File: config.mk
export PLATFORM = sky130hd
export DESIGN_NAME = graph_cycle_check
export DESIGN_NICKNAME = d
export VERILOG_FILES = /design/src/rtl/gcc_pkg.sv /design/src/rtl/graph_cycle_check.sv /design/src/rtl/gcc_lane.sv /design/src/rtl/gcc_merge.sv
export SDC_FILE = /design/constraint.sdc
export NUM_CORES = 1
export LEC_CHECK = 0
export BUFFER_PORTS_ARGS = -buffer_cell sky130_fd_sc_hd__buf_2
export CORE_MARGIN = 1
export CORE_UTILIZATION = 61
export CTS_CLUSTER_SIZE = 40
export DETAILED_ROUTE_END_ITERATION = 16
export PLACE_DENSITY = 0.8
export SLEW_MARGIN = 25
export SYNTH_ARGS = -nofsm -noshare
export SYNTH_HDL_FRONTEND = slang
export SYNTH_SLANG_ARGS = --single-unit
File: constraint.sdc
create_clock -name clk -period 4.9 [get_ports clk]
set_clock_uncertainty 0.1 [all_clocks]
set_input_delay 0.98 -clock clk [delete_from_list [all_inputs] [get_ports clk]]
set_output_delay 0.98 -clock clk [all_outputs]
set_load 0.01 [all_outputs]
File: src/rtl/gcc_pkg.sv
// shared types and constants for the graph cycle check block
package gcc_pkg;

  localparam int ROW_WIDTH   = 16;
  localparam int INDEX_WIDTH = 4;
  localparam int COUNT_WIDTH = 5;
  localparam int LANES       = 4;

  // input transaction
  typedef struct packed {
    logic [INDEX_WIDTH-1:0] row_index;
    logic [ROW_WIDTH-1:0]   row_bits;
    logic                   last_row;
  } in_item_t;

  // output transaction
  typedef struct packed {
    logic                   is_acyclic;
    logic [COUNT_WIDTH-1:0] remaining_nodes;
  } out_item_t;

  // row write port into the lanes
  typedef struct packed {
    logic                   en;
    logic [INDEX_WIDTH-1:0] index;
    logic [ROW_WIDTH-1:0]   data;
  } row_wr_t;

  // merge stage findings
  typedef struct packed {
    logic [ROW_WIDTH-1:0] next_mask;
    logic                 converged;
  } merge_t;

endpackage

File: src/rtl/graph_cycle_check.sv
// Graph cycle check by repeated removal of source nodes, rows held in parallel lanes.
// A row without last_row is taken and the input stays open.
// A last row starts the check: each elimination round is a lane OR step, then a merge step,
// rounds = rounds that remove a node + 1 (at most node_count + 1); the result is registered
// as the sequencer leaves ST_FIN, and the input is stalled until then.
// Sync reset clears control, node_count becomes 16, the stored rows keep no reset value.
module graph_cycle_check #(
  parameter int MAX_NODES = 16
) (
  input  logic                            clk,
  input  logic                            rst,
  input  logic                            in_valid,
  output logic                            in_stall,
  input  gcc_pkg::in_item_t               in_data,
  output logic                            out_valid,
  input  logic                            out_stall,
  output gcc_pkg::out_item_t              out_data,
  input  logic                            cfg_write,
  input  logic [gcc_pkg::COUNT_WIDTH-1:0] cfg_data
);
  import gcc_pkg::*;

  localparam int ROWS = (MAX_NODES < ROW_WIDTH) ? MAX_NODES : ROW_WIDTH;
  localparam int RPL  = (ROWS + LANES - 1) / LANES;
  localparam logic [COUNT_WIDTH-1:0] ROWS_LIM   = COUNT_WIDTH'(ROWS);
  localparam logic [COUNT_WIDTH-1:0] NODES_INIT = COUNT_WIDTH'(ROW_WIDTH);

  localparam logic [1:0] ST_IDLE  = 2'd0;
  localparam logic [1:0] ST_LANE  = 2'd1;
  localparam logic [1:0] ST_MERGE = 2'd2;
  localparam logic [1:0] ST_FIN   = 2'd3;

  logic [1:0]             state;
  logic [ROW_WIDTH-1:0]   active;
  logic [COUNT_WIDTH-1:0] node_count;
  logic [COUNT_WIDTH-1:0] nodes_used;
  logic [ROW_WIDTH-1:0]   init_mask;
  logic [COUNT_WIDTH-1:0] remain;
  logic                   in_take;
  logic                   out_free;
  row_wr_t                row_wr;
  merge_t                 merge;
  logic [ROW_WIDTH-1:0]   lane_or [LANES];

  assign in_stall = (state != ST_IDLE);
  assign in_take  = in_valid && !in_stall;
  assign out_free = !out_valid || !out_stall;

  // row write into the lanes
  always_comb begin
    row_wr.en    = in_take;
    row_wr.index = in_data.row_index;
    row_wr.data  = in_data.row_bits;
  end

  // nodes in use, bounded by the stored rows
  assign nodes_used = (node_count > ROWS_LIM) ? ROWS_LIM : node_count;

  // all in-use nodes start active
  always_comb begin
    for (int i = 0; i < ROW_WIDTH; i++) begin
      init_mask[i] = (COUNT_WIDTH'(i) < nodes_used);
    end
  end

  // lanes, each owning a slice of rows
  for (genvar l = 0; l < LANES; l++) begin : g_lane
    localparam int FIRST = l * RPL;
    localparam int LEFT  = ROWS - FIRST;
    if (LEFT > 0) begin : g_on
      gcc_lane #(
        .FIRST_ROW (FIRST),
        .NUM_ROWS  ((LEFT < RPL) ? LEFT : RPL)
      ) u_lane (
        .clk     (clk),
        .row_wr  (row_wr),
        .active  (active),
        .lane_or (lane_or[l])
      );
    end else begin : g_off
      assign lane_or[l] = '0;
    end
  end

  gcc_merge u_merge (
    .lane_or (lane_or),
    .active  (active),
    .merge   (merge)
  );

  assign remain = COUNT_WIDTH'($countones(active));

  // control: config register, sequencer, output valid
  always_ff @(posedge clk) begin
    if (rst) begin
      state      <= ST_IDLE;
      active     <= '0;
      node_count <= NODES_INIT;
      out_valid  <= 1'b0;
    end else begin
      if (cfg_write) begin
        node_count <= cfg_data;
      end
      if ((state == ST_FIN) && out_free) begin
        out_valid <= 1'b1;
      end else if (out_valid && !out_stall) begin
        out_valid <= 1'b0;
      end
      case (state)
        ST_IDLE: begin
          if (in_take && in_data.last_row) begin
            active <= init_mask;
            state  <= ST_LANE;
          end
        end
        ST_LANE: begin
          state <= ST_MERGE;
        end
        ST_MERGE: begin
          if (merge.converged) begin
            state <= ST_FIN;
          end else begin
            active <= merge.next_mask;
            state  <= ST_LANE;
          end
        end
        ST_FIN: begin
          if (out_free) begin
            state <= ST_IDLE;
          end
        end
        default: begin
          state <= ST_IDLE;
        end
      endcase
    end
  end

  // result register
  always_ff @(posedge clk) begin
    if ((state == ST_FIN) && out_free) begin
      out_data.is_acyclic      <= (remain == '0);
      out_data.remaining_nodes <= remain;
    end
  end

endmodule

File: src/rtl/gcc_lane.sv
// one lane: holds a slice of adjacency rows and ORs the rows of active nodes
module gcc_lane #(
  parameter int FIRST_ROW = 0,
  parameter int NUM_ROWS  = 4
) (
  input  logic                          clk,
  input  gcc_pkg::row_wr_t              row_wr,
  input  logic [gcc_pkg::ROW_WIDTH-1:0] active,
  output logic [gcc_pkg::ROW_WIDTH-1:0] lane_or
);
  import gcc_pkg::*;

  logic [ROW_WIDTH-1:0] rows [NUM_ROWS];
  logic [ROW_WIDTH-1:0] lane_or_next;

  // row storage, each row answers to its own node index
  always_ff @(posedge clk) begin
    for (int k = 0; k < NUM_ROWS; k++) begin
      if (row_wr.en && (row_wr.index == INDEX_WIDTH'(FIRST_ROW + k))) begin
        rows[k] <= row_wr.data;
      end
    end
  end

  // incoming edges from the active nodes of this slice
  always_comb begin
    lane_or_next = '0;
    for (int k = 0; k < NUM_ROWS; k++) begin
      if (active[FIRST_ROW + k]) begin
        lane_or_next = lane_or_next | rows[k];
      end
    end
  end

  always_ff @(posedge clk) begin
    lane_or <= lane_or_next;
  end

endmodule

File: src/rtl/gcc_merge.sv
// merge stage: combines lane results into the next active set
module gcc_merge (
  input  logic [gcc_pkg::ROW_WIDTH-1:0] lane_or [gcc_pkg::LANES],
  input  logic [gcc_pkg::ROW_WIDTH-1:0] active,
  output gcc_pkg::merge_t               merge
);
  import gcc_pkg::*;

  logic [ROW_WIDTH-1:0] incoming;

  // union of incoming edges over all lanes
  always_comb begin
    incoming = '0;
    for (int l = 0; l < LANES; l++) begin
      incoming = incoming | lane_or[l];
    end
  end

  // keep only nodes that still have an active predecessor
  always_comb begin
    merge.next_mask = active & incoming;
    merge.converged = (merge.next_mask == active);
  end

endmodule

==> metrics.csv <==
stage,metric,value,unit
outcome,run_status,"complete, no violations",
placed_design,hpwl,16.68,mm
synthesis,synth-simple-area-share,6.679,%
synthesis,synthCells,811,
floorplan,core,0.02017,sq mm
synthesis,async_flop_share,0,%
sta,clock.fmax,250.4,MHz
synthesis,synth-compound-area-share,10.94,%
critical_path,required,5.13,ns
power,switchingPower,1.625,mW
power,clkPwrFrac,37.9,%
routing,viasPerCell,6.324,
routing,vias,7348,
worst_hold_path,hold_depth,2,
finish,nets,914,
placed_design,gp_congestion,0.8729,
synthesis,synth_top_family_by_area,compound AO/OA/AOI/OAI gates,
synthesis,yosys_warnings,0,
sta,finalHoldViolations,0,
sta,max-slew-margin-rel,34.96,%
floorplan,start_util,62.13,%
power,p_comb_share,10.9,%
routing,dr.pass1.iters,6,
floorplan,die-area,0.02112,sq mm
global_routing,grt_max_degree,24,
synthesis,synth_xor_area_share,0.1398,%
global_routing,grt_overflow,0,
synthesis,seq_area_frac_synth,76.84,%
finish,diodes,0,
synthesis,syn-cell-area,0.01253,sq mm
power,p_seq_share,51.2,%
synthesis,synthFlopType,edfxtp_1,
critical_path,rr_startpoint,active[9]$_SDFFE_PP0P_,
placed_design,placed_cell_area,0.01303,sq mm
global_routing,grt_pass1_wl,43.16,mm
sta,fin_ws,0.9070,ns
cts,cts_tree,done,
critical_path,r2r-end,out_data[5]$_DFFE_PP_,
routing,drt_iter0_markers,931,
routing,routedWlPerCell,24.81,um
power,ir_drop,0.0003011,V
global_routing,grt_pass1_vias,7160,
worst_hold_path,hold_end,g_lane[1].g_on.u_lane.lane_or[0]$_DFF_P_,
critical_path,critPathArrivalTime,4.22,ns
cts,cts_setup_buffers,0,
synthesis,ys_types,43,
floorplan,fp.dieH,145.3,um
power,p_int,5.112,mW
global_routing,antenna_found_initial,0,
job,cap_violations,0,
cts,clkLatencyLatePin,0.51,ns
routing,antenna_left,0,
routing,wl,28.83,mm
cts,cts_made_buffers,34,
sta,setup_viol,0,
critical_path,critical_path.most_common_cell,fa_1,
sta,period_needed,3.993,ns
synthesis,synth_edf_count,262,
critical_path,start_kind,flip-flop,
cts,cts-root-buf,clkbuf_16,
synthesis,synth_area_per_cell,15.45,sq um
sta,slew_viol_final,0,
global_routing,grt_usage,28.12,%
placed_design,dp_slack,0.9440,ns
power,power_switching_share,24.12,%
cts,h-tree-depth,2,
finish,finalNonFillerCells,1162,
critical_path,path_max_fanout,19,
floorplan,die_x,145.3,um
critical_path,setup.worst_path.end_class,flip-flop,
sta,rsz0062_at_grt,false,
cts,path_clk_slew,0.06,ns
cts,clkSinkCount,350,
power,powerDensity,477.2,mW/mm^2
sta,final.period_utilization,81.49,%
finish,nFillCells,1277,
sta,finalSetupTns,0,ns
worst_hold_path,min_path_type,reg2reg,
critical_path,max_stage_delay,0.53,ns
synthesis,synth_fa_ha_area_share,2.097,%
finish,stdcell_area,0.01412,sq mm
critical_path,worstSetupPathType,reg2reg,
synthesis,synth-seq-cells,350,
placed_design,port_buffers,38,
critical_path,r2r.worst_path.cells,12,
finish,layout-drive-gt1-share,16.14,%
synthesis,synthMuxAreaShare,0.3195,%
critical_path,path_cells,buf_4 -> inv_1 -> fa_1 -> fa_1 -> fa_1 -> fa_1 -> inv_1 -> ha_1 -> inv_1 -> fa_1 -> xnor2_1 -> nor4_1,
critical_path,cp_slowest_cell,fa_1,
cts,hold_buffers,0,
worst_hold_path,min_from,g_lane[1].g_on.u_lane.rows[1][0]$_DFFE_PP_,
synthesis,syn-num-nets,857,
cts,cts_buffer_depth,3,
floorplan,io_pins,39,
sta,worstMarginPinSlew,0.9666,ns
cts,ctsResizeCount,0,
power,p_leak,4.994,nW
finish,area_growth,12.67,%
placed_design,placed_cells,1102,
critical_path,r2r_slack,0.91,ns
floorplan,row_count,52,
routing,drcViolationCount,0,
[metal layers]
metal | vias to the layer above | GRT usage (%) | share of wire [%]
li1 | 3182 | - | -
met1 | 3622 | 39.69 | 40
met2 | 464 | 43.25 | 46
met3 | 80 | 6.395 | 10
met4 | 0 | 10.84 | 3.5
met5 | - | 0 | 0
[registers in the layout, indices dropped and copies added (netlist names)]
signal                      cells
g_lane.g_on.u_lane.rows       256
g_lane.g_on.u_lane.lane_or     64
active                         16
out_data                        6
node_count                      5
state                           2
out_valid                       1
[power by group through the flow]
stage / clock, mW / combinational, mW / sequential (mW)
floorplan: 0 / 0.512 / 3.45
global placement: 0 / 0.686 / 3.50
finish: 2.55 / 0.733 / 3.45
detailed placement: 0 / 0.719 / 3.51
CTS: 2.57 / 0.726 / 3.45
global route: 2.69 / 0.806 / 3.46
[cells in the mapped netlist (all sizes together) (3+ instances only)]
library cell    n  share of area [%]
edfxtp        262                 63
a22oi         131                7.8
dfxtp          88                 14
nand2          76                2.3
nor2           55                1.8
inv            30               0.90
clkbuf         25                1.1
a21oi          20               0.92
buf            20               0.94
nor3           17               0.68
nor4           17               0.85
a211oi         14                1.2
fa             10                1.6
o21ai           6               0.24
ha              5               0.50
nand2b          5               0.25
mux2i           4               0.32
a221oi          3               0.31
nand3           3               0.12
nand4           3               0.27
[how the worst max path moves through the flow]
stage	from	to	slack (ns)
6_report	active[9]$_SDFFE_PP0P_	out_data[5]$_DFFE_PP_	0.91
5_1_grt	active[11]$_SDFFE_PP0P_	out_data[5]$_DFFE_PP_	0.80
4_1_cts	active[15]$_SDFFE_PP0P_	out_data[5]$_DFFE_PP_	0.92
3_5_place_dp	active[15]$_SDFFE_PP0P_	out_data[5]$_DFFE_PP_	0.94
3_3_place_gp	active[11]$_SDFFE_PP0P_	out_data[5]$_DFFE_PP_	1.05
2_1_floorplan	active[1]$_SDFFE_PP0P_	out_data[5]$_DFFE_PP_	0.78
[stage by stage]
step           hold slack [ns]  total power [mW]  utilization (%)
2_1_floorplan           0.3281             3.962                -
3_3_place_gp            0.3329             4.189            64.60
3_5_place_dp            0.3418             4.230            64.60
4_1_cts                 0.3573             6.747            70.00
5_1_grt                 0.3750             6.962            70.01
6_report                0.3514             6.738            70.01
[placed cells by master (no fill, tap or decap), drive strengths merged, types with 3 or more instances in the layout]
cell      n
nand2b    5
o21ai     6
inv      31
ha        5
fa       10
nand3     3
a221oi    3
edfxtp  262
a22oi   131
nor3     17
nor4     17
nand2    76
mux2i     4
clkbuf   50
a21oi    20
dfxtp    88
nand4     3
nor2     55
a211oi   14
clkinv    7
buf      66
[layout make-up]
type                            count  area, sq um  share of cell area (%)
Sequential cell                   350         9630                   68.21
Multi-Input combinational cell    386         2549                   18.05
Clock buffer                       50        982.2                   6.956
Timing Repair Buffer               66        400.4                   2.836
Tap cell                          270        337.8                   2.393
Inverter                           30        112.6                  0.7975
Clock inverter                     10        107.6                  0.7621
[critical path, delay by kind of cell (launching register included)]
family,cells,cell delay [ns]
fa+ha+maj,6,2.47
buf+inv,4,0.50
flops,1,0.33
simple gates,1,0.26
xor+xnor,1,0.17
[kinds of logic (layout without fill, tap and decap cells)]
family | after synthesis | count (layout)
compound gates | 181 | 181
xor+xnor | 2 | 2
fa+ha+maj | 15 | 15
buf+inv | 75 | 156
flops | 350 | 350
mux | 4 | 4
simple gates | 184 | 184
Power figures use the tool's default switching activity.
